**src/hw/rtl/bb3_pkg.sv**
```systemverilog
`default_nettype none
package bb3_pkg;

    localparam logic OP_PIXEL = 1'b0;
    localparam logic OP_FLUSH = 1'b1;

    localparam logic REG_WIDTH  = 1'b0;
    localparam logic REG_HEIGHT = 1'b1;

    localparam int APB_ADDR_BITS   = 3;
    localparam int APB_DATA_BITS   = 32;
    localparam int CFG_WIDTH_BITS  = 11;
    localparam int CFG_HEIGHT_BITS = 13;

    localparam logic [CFG_WIDTH_BITS-1:0]  WIDTH_RESET  = 11'd640;
    localparam logic [CFG_HEIGHT_BITS-1:0] HEIGHT_RESET = 13'd480;

    localparam int MIN_DIM = 3;
    localparam int DIVISOR = 9;
    localparam int Q_DEPTH = 8;

    typedef struct packed {
        logic valid;
        logic emit;
        logic border;
        logic last;
    } t_stage_ctl;

endpackage
`default_nettype wire

```
**src/hw/rtl/bb3_out_fifo.sv**
```systemverilog
`default_nettype none
module bb3_out_fifo #(
    parameter int DATA_W = 9
) (
    input  logic                                   i_clk,
    input  logic                                   i_rst_n,
    input  logic                                   i_push,
    input  logic [DATA_W-1:0]                      i_push_data,
    input  logic                                   i_pop,
    output logic                                   o_valid,
    output logic [DATA_W-1:0]                      o_data,
    output logic [$clog2(bb3_pkg::Q_DEPTH+1)-1:0]  o_count
);

    localparam int PTR_W = $clog2(bb3_pkg::Q_DEPTH);
    localparam int CNT_W = $clog2(bb3_pkg::Q_DEPTH+1);

    logic [DATA_W-1:0] r_mem [bb3_pkg::Q_DEPTH];
    logic [PTR_W-1:0]  r_wr_ptr;
    logic [PTR_W-1:0]  r_rd_ptr;
    logic [CNT_W-1:0]  r_count;
    logic [CNT_W-1:0]  n_count;

    always_comb begin
        n_count = r_count;
        case ({i_push, i_pop})
            2'b10: n_count = r_count + CNT_W'(1);
            2'b01: n_count = r_count - CNT_W'(1);
            default: n_count = r_count;
        endcase
    end

    always_ff @(posedge i_clk) begin
        if (!i_rst_n) begin
            r_wr_ptr <= '0;
            r_rd_ptr <= '0;
            r_count  <= '0;
        end else begin
            if (i_push) begin
                r_wr_ptr <= r_wr_ptr + PTR_W'(1);
            end
            if (i_pop) begin
                r_rd_ptr <= r_rd_ptr + PTR_W'(1);
            end
            r_count <= n_count;
        end
    end

    always_ff @(posedge i_clk) begin
        if (i_push) begin
            r_mem[r_wr_ptr] <= i_push_data;
        end
    end

    assign o_valid = (r_count != '0);
    assign o_data  = r_mem[r_rd_ptr];
    assign o_count = r_count;

endmodule
`default_nettype wire

```
**config.mk**
```make
export PLATFORM = sky130hd
export DESIGN_NAME = bb3_out_fifo
export DESIGN_NICKNAME = d
export VERILOG_FILES = /design/src/hw/rtl/bb3_pkg.sv /design/src/hw/rtl/bb3_out_fifo.sv
export SDC_FILE = /design/constraint.sdc
export NUM_CORES = 1
export LEC_CHECK = 0
export BUFFER_PORTS_ARGS = -buffer_cell sky130_fd_sc_hd__buf_2
export CORE_MARGIN = 1.5
export CORE_UTILIZATION = 60
export CTS_CLUSTER_DIAMETER = 150
export DETAILED_ROUTE_END_ITERATION = 10
export PLACE_DENSITY = 0.79
export SYNTH_ARGS = -nofsm -noshare
export SYNTH_HDL_FRONTEND = slang
export SYNTH_SLANG_ARGS = --single-unit
```
**constraint.sdc**
```tcl
create_clock -name i_clk -period 4.8 [get_ports i_clk]
set_input_delay 0.48 -clock i_clk [delete_from_list [all_inputs] [get_ports i_clk]]
set_output_delay 0.48 -clock i_clk [all_outputs]
set_load 0.05 [all_outputs]
```
# After elaboration in Yosys (flattened, before gate mapping)
# Memories as Yosys holds them, arrays and structs flattened. A register that Yosys moved wholly into a read port is not among the register bits.
# Index checks and enable logic that the tools add are counted.
# W data, S select, Z words.
# op_classes
n_addsub	4
n_eq_ne	2
mux	5
reduce_logical	2
# op_table
cell	n
$pmux W4 S2	1
$add A3 B1 Y3 const B	2
$mux W3	2
$add A4 B1 Y4 const B	1
$reduce_bool A4 Y1	1
$sub A4 B1 Y4 const B	1
$eq A2 B1 Y1 const B	1
$eq A2 B2 Y1 const B	1
$mux W1	2
$reduce_bool A2 Y1	1
# word_totals
register_bits	10
ram_bits	72
input_bits	13
out_inout_bits	14
word_cells	17
mem_count	1
# mem_list
name	depth	width	read_ports	rd_ports_with_merged_regs	write_ports	line	text
r_mem	8	9	1	1	1	bb3_out_fifo.sv:18	logic [DATA_W-1:0] r_mem [bb3_pkg::Q_DEPTH];

# Logic depth before layout (Yosys ltp)
# Gate-level depths: netlist of the first run.
# logic_depth
ltp_word	3
depth_mapped	8
mapped_depth_nobuf	8

# Worst setup path before layout of the first run
# No wires, ideal clock.
# synth_path
path_type	flip-flop to output port
from	reg (tool-made name)
to	out o_data[0]
arrival_ns	1.494
required_ns	4.320
slack_ns	2.826
path_stages_with_launch	5
path_buffers	2
cell_sequence	dfxtp_1 > buf_6 > buf_12 > mux4_1 > mux2_2
# synth_rtl
item	line	text
end, declared	bb3_out_fifo.sv:11	output logic [DATA_W-1:0] o_data,

==> metrics, run 1 <==
status=complete, no violations; layout cells sized above 1=0.230; Critical Setup Path Class=register to output pin; Post-Synthesis Cell Area=3430 sq um; predominant post-synthesis flop cell=edfxtp_1; clock net sink count=85; maximum clock frequency=335 MHz; Crit path arrival time=2.50 ns; buffers inserted by post-CTS timing repair=0; gate count of the mapped netlist=173; setup violators final=0; max_slew headroom=0.302; ports placed on the boundary=27; area share of the largest cell type after synthesis=0.631; crit end category=output pin; Worst Setup Start Kind=register; r2r startpoint=r_wr_ptr[0]; overall die height=78.6 um; leftover overflow at the end of global routing=0; share of the clock period used by the worst path=0.622; hold path start=i_push_data[5]; worst-case clock buffer depth=2; global routing usage summed across all routing layers=0.209; TritonCTS clock tree=yes; biggest fanout along the worst timing path=18; final worst clock skew=0.00612 ns; Vias per Instance=5.82; storage element area=2420 sq um; IR Drop Worst-Case VDD=0.000234 V; number of endpoints with negative hold slack in the final report=0; most common cell in the synthesized netlist=edfxtp_1; pin count of the biggest net entering global routing=19; Initial Util=0.622; Detail Placement HPWL=3.73 mm; area of the multi-input gates=962 sq um; number of antenna violations at the first check in global routing=1; final total power=1.52 mW; Core ar.=5510 sq um; final-report max-slew violation count=0; number of maximum-capacitance constraint violations=0; CP Data Required Time=4.32 ns; die width=78.6 um; total of warnings raised by yosys=0; cells taking the most area after synthesis=edfxtp_1 (63%), mux4_1 (14%), dfxtp_1 (7.6%), mux2_2 (3.0%), ha_1 (1.8%); fillcell total=364; net total in the final layout=222; classification of the worst-slack hold path=input port to register; Yosys reg bits=85; Initial DRC Count=187; iteration count of the initial detailed-routing pass=4; routed vias=1,642; leakage component of the power=1.32 nW; Tmin final=2.98 ns; die outline area=6170 sq um; number of buffers inserted for hold repair after clock tree synthesis=0; detailed-route DRC error count=0; count of port buffers added during placement=26; final setup TNS=0 ns; clock insertion delay at the later pin of the skew report=0.34 ns; fraction of registers with async set/reset=0; Clock transition at path regs=0.08 ns; total CTS buffers=9; setup repair after global routing missed its margin=false; clock tree root driver cell=clkbuf_8; sequential element share of the synthesized area=0.707; standard-cell row count=27; P&R area growth vs syn=10.6%; net count of the mapped netlist=191; via count of the first global-routing pass=1,706; cell area power density=402 nW/um^2; post-detailed-routing wire length=5.80 mm; Post-CTS Resized=0; transition at the pin with the smallest max-transition slack=1.04 ns; cell types with the highest counts after synthesis=edfxtp_1 (72), mux4_1 (18), dfxtp_1 (13); wire length of the first global-routing pass=8.94 mm; per-instance average area after synthesis=19.8 sq um; number of synthesized flops with an enable pin=72; antenna-violating nets left=0; per-cell routed wire length=20.6 um; Routability Congestion=0.702; post-synthesis cell type count=29; total number of H-tree levels=3; area leader, netlist=edfxtp_1
[layout by cell type, fill, tap and decap left out, types with 3 or more instances in the layout]
master	synthesis	routed
a21oi_1	3	3
and2_1	6	6
buf_2	1	26
clkbuf_1	2	5
clkbuf_8	0	9
dfxtp_1	13	13
edfxtp_1	72	72
ha_1	5	5
mux2_2	9	9
mux2i_1	4	4
mux4_1	18	18
nand2_1	5	5
nand2b_1	5	5
nor2_1	6	6
nor2b_1	3	3
xnor2_1	3	3
xor2_1	4	4
[path summary, 6_finish.rpt]
kind                      end  slack [ns]  depth (start not counted)
setup / recovery    o_data[3]        1.82                          3
hold / removal    r_mem[2][5]        0.40                          1
setup reg to reg  r_mem[2][7]        3.03                          2
hold reg to reg    o_count[3]        0.51                          2
[flip-flops by register name (all words and copies together), names as in the netlist, named ones only]
| register | count |
|---|---|
| r_wr_ptr | 3 |
| r_mem | 72 |
| r_rd_ptr | 3 |
| o_count | 4 |
[layout make-up]
| type | instances | area share |
|---|---|---|
| multi-input cells | 81 | 0.254 |
| repair buffers | 26 | 0.0343 |
| diodes | 1 | 0.000661 |
| flip-flops and latches | 85 | 0.639 |
| clock inverters | 2 | 0.00925 |
| inverters | 1 | 0.000991 |
| well taps | 72 | 0.0238 |
| clock buffers | 14 | 0.0376 |
[per-stage QoR]
step                      hold WS (ns)  area, sq um  instances  setup WS (ns)   util
after floorplan                  0.512         3430        173           2.83      -
after global placement           0.462         3610        265           2.22  0.655
after detailed placement         0.505         3610        265           2.17  0.655
after CTS                        0.385         3790        281           1.79  0.688
after global routing             0.402         3790        281           1.71  0.688
final                            0.399         3790        282           1.82  0.688
[routing by layer]
| metal | vias to the layer above | GRT usage | part of all wire |
|---|---|---|---|
| li1 | 759 | - | - |
| met1 | 838 | 0.259 | 0.43 |
| met2 | 38 | 0.349 | 0.51 |
| met3 | 7 | 0.0663 | 0.051 |
| met4 | 0 | 0.0714 | 0.0098 |
| met5 | - | 0 | 0 |
[where the power goes]
part / leakage (nW) / switching (mW) / total (mW) / internal, mW
clock: 0.0887 / 0.227 / 0.468 / 0.241
sequential: 0.761 / 0.0284 / 0.854 / 0.826
combinational: 0.470 / 0.127 / 0.202 / 0.0751
total: 1.32 / 0.382 / 1.52 / 1.14
[worst max-delay path, stage by stage (launching register included)]
cell	delay, ns
dfxtp_1	0.99
mux4_1	0.67
mux2_2	0.28
buf_2	0.21
[kinds of logic after synthesis]
group | Yosys count | share of synthesized area
AOI/OAI and AO/OA | 6 | 0.0106
and+or+nand+nor | 32 | 0.0519
DFF | 85 | 0.707
muxes | 31 | 0.179
xor gates and xnor gates | 7 | 0.0179
buffers and inverters | 7 | 0.0150
adders and majority gates | 5 | 0.0183
(Power assumes the default switching activity.)
==> run 2: changes to the inputs <==
--- a/config.mk
+++ b/config.mk
@@ -5,12 +5,13 @@
 export SDC_FILE = /design/constraint.sdc
 export NUM_CORES = 1
 export LEC_CHECK = 0
+export ABC_AREA = 1
 export BUFFER_PORTS_ARGS = -buffer_cell sky130_fd_sc_hd__buf_2
 export CORE_MARGIN = 1.5
-export CORE_UTILIZATION = 60
+export CORE_UTILIZATION = 59
 export CTS_CLUSTER_DIAMETER = 150
 export DETAILED_ROUTE_END_ITERATION = 10
-export PLACE_DENSITY = 0.79
+export PLACE_DENSITY = 0.78
 export SYNTH_ARGS = -nofsm -noshare
 export SYNTH_HDL_FRONTEND = slang
 export SYNTH_SLANG_ARGS = --single-unit
==> constraint.sdc (replaced) <==
create_clock -name i_clk -period 2.9 [get_ports i_clk]
set_input_delay 0.29 -clock i_clk [delete_from_list [all_inputs] [get_ports i_clk]]
set_output_delay 0.29 -clock i_clk [all_outputs]
set_load 0.05 [all_outputs]
==> metrics, run 2 <==
post-detailed-routing wire length=6.34 mm (was 5.80 mm); total of warnings raised by yosys=0 (unchanged); fillcell total=397 (was 364); cell chain of the critical path=buf_4, nor2_1, nor2_1, o21ai_0, o21ai_1, nand2_1, nand2_1, buf_2 (was mux4_1, mux2_2, buf_2); combinational share of power=0.143 (was 0.133); Synth Area in Adders=0.0181 (was 0.0183); cell types with the highest counts after synthesis=edfxtp_1 (72), nor2_1 (49), nand2_1 (42) (was edfxtp_1 (72), mux4_1 (18), dfxtp_1 (13)); detailed-route DRC error count=0 (unchanged); final worst clock skew=0.00556 ns (was 0.00612 ns); sequential power share=0.527 (was 0.560); ports placed on the boundary=27 (unchanged); most frequent standard cell in the layout excluding fill and tap cells=edfxtp_1 (unchanged); Post-CTS Resized=0 (unchanged); minimum setup slack in the final design=0.704 ns (was 1.82 ns); switching power as a share of total power=0.259 (was 0.251); buffers inserted by post-CTS timing repair=0 (unchanged); Critical Setup Path Class=register to output pin (unchanged); Simple-Gate Fraction of Synth Area=0.108 (was 0.0519); clock net sink count=85 (unchanged); maximum clock frequency=455 MHz; setup repair after global routing missed its margin=false (unchanged); per-cell routed wire length=16.1 um (was 20.6 um); via count of the first global-routing pass=2,031 (was 1,706); area of the multi-input gates=875 sq um (was 962 sq um); Buf+Inv Stages, Crit Path=2 (was 1); P&R area growth vs syn=10.1% (was 10.6%); Crit path depth=8 (was 3); r2r endpoint=r_mem[2][8] (was r_mem[2][7]); Clock transition at path regs=0.08 ns (about the same); count of port buffers added during placement=26 (unchanged); predominant post-synthesis flop cell=edfxtp_1 (unchanged); Vias per Instance=5.64 (was 5.82); Core ar.=5570 sq um (was 5510 sq um); Initial DRC Count=293 (was 187); sequential element share of the synthesized area=0.700 (was 0.707); fraction of registers with async set/reset=0 (unchanged); reported net switching power=0.679 mW (was 0.382 mW); pre-CTS setup slack=0.966 ns (was 2.17 ns); highest-count cells in the layout ignoring fill and taps=edfxtp_1 (72), nor2_1 (49), nand2_1 (42), o21ai_0 (31), buf_2 (26) (was edfxtp_1 (72), buf_2 (26), mux4_1 (18), dfxtp_1 (13)); wire length on met1=2.84 mm (was 2.49 mm); max_slew headroom=0.378 (was 0.302); pin count of the biggest net entering global routing=38 (was 19); standard-cell row count=27 (unchanged); xor-xnor portion of the synthesized cell area=0.00760 (was 0.0179); final-report max-slew violation count=0 (unchanged); post-synthesis cell type count=21 (was 29); die outline area=6330 sq um (was 6170 sq um); met3 WL=381 um (was 297 um); antenna-violating nets left=0 (unchanged); total number of H-tree levels=3 (unchanged); iteration count of the initial detailed-routing pass=4 (unchanged); share of total power in the clock network=0.330 (was 0.307); wire length of the first global-routing pass=10.3 mm (was 8.94 mm); setup violators final=0 (unchanged); die width=79.6 um (was 78.6 um); net count of the mapped netlist=307 (was 191); Post-Synthesis Cell Area=3460 sq um (was 3430 sq um); P_int=1.94 mW (was 1.14 mW); status=complete, no violations (unchanged); number of buffers inserted for hold repair after clock tree synthesis=0 (unchanged); r2r startpoint=r_wr_ptr[0] (unchanged); max reg flops=72 (unchanged); gate count of the mapped netlist=289 (was 173); number of maximum-capacitance constraint violations=0 (unchanged); Reg2Reg Depth=2 (unchanged); crit end category=output pin (unchanged); TritonCTS clock tree=yes (unchanged); storage element area=2420 sq um (unchanged); net total in the final layout=335 (was 222); cell area power density=688 nW/um^2 (was 402 nW/um^2); area share of the largest cell type after synthesis=0.625 (was 0.631); worst reg2reg setup slack=1.16 ns (was 3.03 ns); Routability Congestion=0.808 (was 0.702); biggest fanout along the worst timing path=37 (was 18); number of antenna violations at the first check in global routing=0 (was 1); number of endpoints with negative hold slack in the final report=0 (unchanged); worst setup path endpoint=o_data[8] (was o_data[3]); share of the clock period used by the worst path=0.757; area leader, netlist=edfxtp_1 (unchanged); clock tree root driver cell=clkbuf_8 (unchanged); worst-case clock buffer depth=2 (unchanged); worst slack on hold paths=0.228 ns (was 0.399 ns); delay of the slowest critical-path stage=0.38 ns (was 0.99 ns); post-route cell area=3810 sq um (was 3790 sq um); Detail Placement HPWL=4.10 mm (was 3.73 mm); total CTS buffers=9 (unchanged); met2 WL=3.02 mm (was 2.95 mm); Worst Setup Start Kind=register (unchanged); transition at the pin with the smallest max-transition slack=0.929 ns (was 1.04 ns); clock insertion delay at the later pin of the skew report=0.33 ns (was 0.34 ns); most common cell in the synthesized netlist=edfxtp_1 (unchanged); overall die height=79.6 um (was 78.6 um); layout cells sized above 1=0.130 (was 0.230); Finished Core Util=0.683 (was 0.688); kind of cell adding the most delay to the critical path=buffers and inverters (was flip-flops); final setup TNS=0 ns (unchanged); global routing usage summed across all routing layers=0.220 (was 0.209); Crit path arrival time=1.91 ns (was 2.50 ns); leakage component of the power=1.41 nW (was 1.32 nW); dominant combinational cell family by area after synthesis=simple AND/OR/NAND/NOR gates (was multiplexers); routed vias=2,223 (was 1,642); per-instance average area after synthesis=12.0 sq um (was 19.8 sq um); placement-stage cell area=3600 sq um (was 3610 sq um); Yosys reg bits=85 (unchanged); CP Data Required Time=2.61 ns (was 4.32 ns); IR Drop Worst-Case VDD=0.000567 V (was 0.000234 V); Slowest-stage cell, CP=buf_4 (was dfxtp_1); top register by number of flip-flops=r_mem (unchanged); Initial Util=0.620 (was 0.622); number of inserted diodes=0 (was 1); Tmin final=2.20 ns; uppermost signal routing layer after detailed routing=met4 (unchanged); classification of the worst-slack hold path=input port to register (unchanged); cells taking the most area after synthesis=edfxtp_1 (63%), dfxtp_1 (7.5%), nor2_1 (5.3%), nand2_1 (4.6%), o21ai_0 (4.5%) (was edfxtp_1 (63%), mux4_1 (14%), dfxtp_1 (7.6%), mux2_2 (3.0%), ha_1 (1.8%)); complex-gate fraction of the synthesized area=0.0930 (was 0.0106); number of synthesized flops with an enable pin=72 (unchanged); mux share of post-synthesis cell area=0.0260 (was 0.179); leftover overflow at the end of global routing=0 (unchanged)
## run 2: cell count changes in the layout (fill, tap and decap cells not counted), sizes merged, moves of 4 or more
cell    before  now
nand2b       5    0
nor2         6   49
mux2i        4    9
nand2        5   42
xor2         4    0
and2         6    0
o22ai        0    9
inv          1   16
a21oi        3   10
mux2         9    0
mux4        18    0
nand3        0    4
o21ai        1   43
## run 2: power groups by stage
stage | Clock, mW | Combinational, mW | Sequential (mW)
2_1_floorplan | 0 | 0.271 | 1.43
3_5_place_dp | 0 | 0.373 | 1.41
5_1_grt | 0.922 | 0.408 | 1.38
3_3_place_gp | 0 | 0.364 | 1.41
4_1_cts | 0.876 | 0.375 | 1.38
6_report | 0.866 | 0.374 | 1.38
## run 2: area by class of cell
cell class / instances / share of cell area
flip-flops and latches: 85 / 0.636
repair buffers: 28 / 0.0381
multi-input cells: 176 / 0.230
clock inverters: 5 / 0.0197
clock buffers: 11 / 0.0345
inverters: 17 / 0.0181
well taps: 72 / 0.0237
## run 2: worst min path at each step
stage	slack [ns]	to	start	cells past startpoint
5_1_grt	0.24	r_mem[4][1]	i_push_data[1]	1
6_report	0.23	r_mem[6][2]	i_push_data[2]	1
2_1_floorplan	0.39	r_mem[0][0]	i_push_data[0]	0
3_3_place_gp	0.49	r_wr_ptr[0]	r_wr_ptr[0]	2
4_1_cts	0.22	r_wr_ptr[2]	i_push	3
3_5_place_dp	0.50	r_wr_ptr[0]	r_wr_ptr[0]	2
## run 2: cells by family (layout without fill, tap and decap cells)
group | Yosys count | after routing
simple gates | 97 | 97
mux | 9 | 9
xor+xnor | 3 | 3
flops | 85 | 85
buf+inv | 28 | 61
fa+ha+maj | 5 | 5
compound gates | 62 | 62
## run 2: stage by stage
step | total power, mW | std cells
CTS | 2.63 | 394
finish | 2.62 | 394
global placement | 1.77 | 378
floorplan | 1.70 | 289
global route | 2.71 | 394
detailed placement | 1.78 | 378
## run 2: per-layer routing
layer  vias to the layer above  GRT usage
li1                       1064          -
met1                      1077      0.319
met2                        72      0.334
met3                        10     0.0389
met4                         0     0.0860
met5                         -          0
==> run 3: changes to the inputs <==
==> constraint.sdc (replaced) <==
create_clock -name i_clk -period 2.2 [get_ports i_clk]
set_input_delay 0.22 -clock i_clk [delete_from_list [all_inputs] [get_ports i_clk]]
set_output_delay 0.22 -clock i_clk [all_outputs]
set_load 0.05 [all_outputs]
==> metrics, run 3 (synthesized netlist as in run 2, its figures left out) <==
pin count of the biggest net entering global routing=38 (unchanged); clock tree root driver cell=clkbuf_8 (unchanged); maximum clock frequency=516 MHz; ports placed on the boundary=27 (unchanged); most frequent standard cell in the layout excluding fill and tap cells=edfxtp_1 (unchanged); Post-CTS Resized=0 (unchanged); routed vias=2,194 (was 2,223); Tmin final=1.94 ns; setup repair after global routing missed its margin=false (unchanged); leftover overflow at the end of global routing=0 (unchanged); area of the multi-input gates=875 sq um (unchanged); delay of the slowest critical-path stage=0.31 ns (was 0.38 ns); detailed-route DRC error count=0 (unchanged); Clock transition at path regs=0.08 ns (about the same); status=complete, no violations (unchanged); leakage component of the power=1.47 nW (was 1.41 nW); storage element area=2420 sq um (unchanged); iteration count of the initial detailed-routing pass=5 (was 4); Worst Setup Start Kind=register (unchanged); final total power=3.37 mW (was 2.62 mW); Cells on Worst Hold Path=1 (unchanged); CP Data Required Time=1.98 ns (was 2.61 ns); cell repeated most along the worst path=nand2_1; TritonCTS clock tree=yes (unchanged); worst reg2reg setup slack=0.89 ns (was 1.16 ns); Initial DRC Count=229 (was 293); standard-cell row count=27 (unchanged); count of port buffers added during placement=26 (unchanged); switching power as a share of total power=0.272 (was 0.259); P&R area growth vs syn=11.9% (was 10.1%); number of antenna violations at the first check in global routing=0 (unchanged); overall die height=79.6 um (unchanged); cell area power density=871 nW/um^2 (was 688 nW/um^2); Initial Util=0.620 (unchanged); r2r startpoint=r_wr_ptr[0] (unchanged); final-report max-slew violation count=0 (unchanged); antenna-violating nets left=0 (unchanged); layout cells sized above 1=0.166 (was 0.130); Reg2Reg Depth=3 (was 2); sequential power share=0.540 (was 0.527); setup violators final=0 (unchanged); Crit path arrival time=1.72 ns (was 1.91 ns); wire length of the first global-routing pass=10.6 mm (was 10.3 mm); Routability Congestion=0.806 (was 0.808); clock insertion delay at the later pin of the skew report=0.35 ns (was 0.33 ns); die width=79.6 um (unchanged); final setup TNS=0 ns (unchanged); Detail Placement HPWL=4.37 mm (was 4.10 mm); total CTS buffers=9 (unchanged); final worst clock skew=0.00350 ns (was 0.00556 ns); via count of the first global-routing pass=2,200 (was 2,031); top register by number of flip-flops=r_mem (unchanged); IR Drop Worst-Case VDD=0.000545 V (was 0.000567 V); per-cell routed wire length=16.8 um (was 16.1 um); post-detailed-routing wire length=6.78 mm (was 6.34 mm); crit end category=output pin (unchanged); cell chain of the critical path=buf_4, o21ai_0, o22ai_1, nand2_1, nand2_1, buf_2 (was buf_4, nor2_1, nor2_1, o21ai_0, o21ai_1, nand2_1, nand2_1, buf_2); global routing usage summed across all routing layers=0.234 (was 0.220); number of maximum-capacitance constraint violations=0 (unchanged); transition at the pin with the smallest max-transition slack=0.329 ns (was 0.929 ns); r2r endpoint=r_mem[2][7] (was r_mem[2][8]); share of the clock period used by the worst path=0.881; fillcell total=398 (was 397); buffers inserted by post-CTS timing repair=0 (unchanged); number of buffers inserted for hold repair after clock tree synthesis=0 (unchanged); reported net switching power=0.918 mW (was 0.679 mW); share of total power in the clock network=0.310 (was 0.330); die outline area=6330 sq um (unchanged); total number of H-tree levels=3 (unchanged); clock net sink count=85 (unchanged); destination of the worst hold path=r_mem[4][2] (was r_mem[6][2]); biggest fanout along the worst timing path=36 (was 37); combinational share of power=0.150 (was 0.143); number of inserted diodes=0 (unchanged); Critical Setup Path Class=register to output pin (unchanged); classification of the worst-slack hold path=input port to register (unchanged); Core ar.=5570 sq um (unchanged); Vias per Instance=5.44 (was 5.64); P_int=2.45 mW (was 1.94 mW); number of endpoints with negative hold slack in the final report=0 (unchanged); highest-count cells in the layout ignoring fill and taps=edfxtp_1 (72), nor2_1 (49), nand2_1 (42), o21ai_0 (31), buf_2 (26) (unchanged); max reg flops=72 (unchanged); Slowest-stage cell, CP=dfxtp_1 (was buf_4); hold path start=i_push_data[2] (unchanged); net total in the final layout=344 (was 335); max_slew headroom=0.779 (was 0.378); worst-case clock buffer depth=2 (unchanged)
run 3: cell count changes in the layout (fill, tap and decap cells not counted), sizes merged:
cell | previous run | this run
buf | 28 | 37
clkinv | 3 | 6
clkbuf | 11 | 9
bufinv | 2 | 1
run 3: worst max-delay path: cells and delay by family, from the launching register on:
| family | cells | cell delay, ns |
|---|---|---|
| DFF | 1 | 0.31 |
| AOI/OAI and AO/OA | 2 | 0.37 |
| and+or+nand+nor | 2 | 0.14 |
| buffers and inverters | 2 | 0.55 |
run 3: per-stage QoR:
step	hold WS, ns	utilization	setup slack, ns	area, sq um	instances
final	0.142	0.695	0.261	3870	403
after floorplan	0.319	-	0.664	3460	289
after global routing	0.146	0.695	0.157	3870	403
after global placement	0.487	0.660	0.652	3680	387
after CTS	0.132	0.695	0.264	3870	403
after detailed placement	0.497	0.660	0.602	3680	387
run 3: worst max-delay path by stage:
stage	end	slack [ns]	cells after the start
after floorplan	o_count[2]	0.66	8
after global placement	o_count[2]	0.65	11
after detailed placement	o_count[2]	0.60	11
after CTS	o_data[5]	0.26	7
after global routing	o_data[3]	0.16	7
final	o_data[8]	0.26	6
run 3: power groups by stage:
| stage | combinational (mW) | clock, mW | sequential, mW |
|---|---|---|---|
| detailed placement | 0.504 | 0 | 1.86 |
| global placement | 0.491 | 0 | 1.85 |
| CTS | 0.506 | 1.06 | 1.82 |
| floorplan | 0.357 | 0 | 1.88 |
| global route | 0.551 | 1.11 | 1.82 |
| finish | 0.504 | 1.05 | 1.82 |
run 3: layout make-up:
class,count,share of cell area
clock buffer,9,0.0320
timing repair buffer,37,0.0582
sequential,85,0.626
clock inverter,7,0.0171
inverter,17,0.0178
multi-input combinational,176,0.226
tap,72,0.0233
run 3: routing by layer:
metal,part of all wire,GRT usage,vias to the layer above
li1,-,-,1087
met1,0.42,0.284,1050
met4,0.015,0.112,0
met2,0.51,0.408,50
met3,0.053,0.0354,7
met5,0,0,-
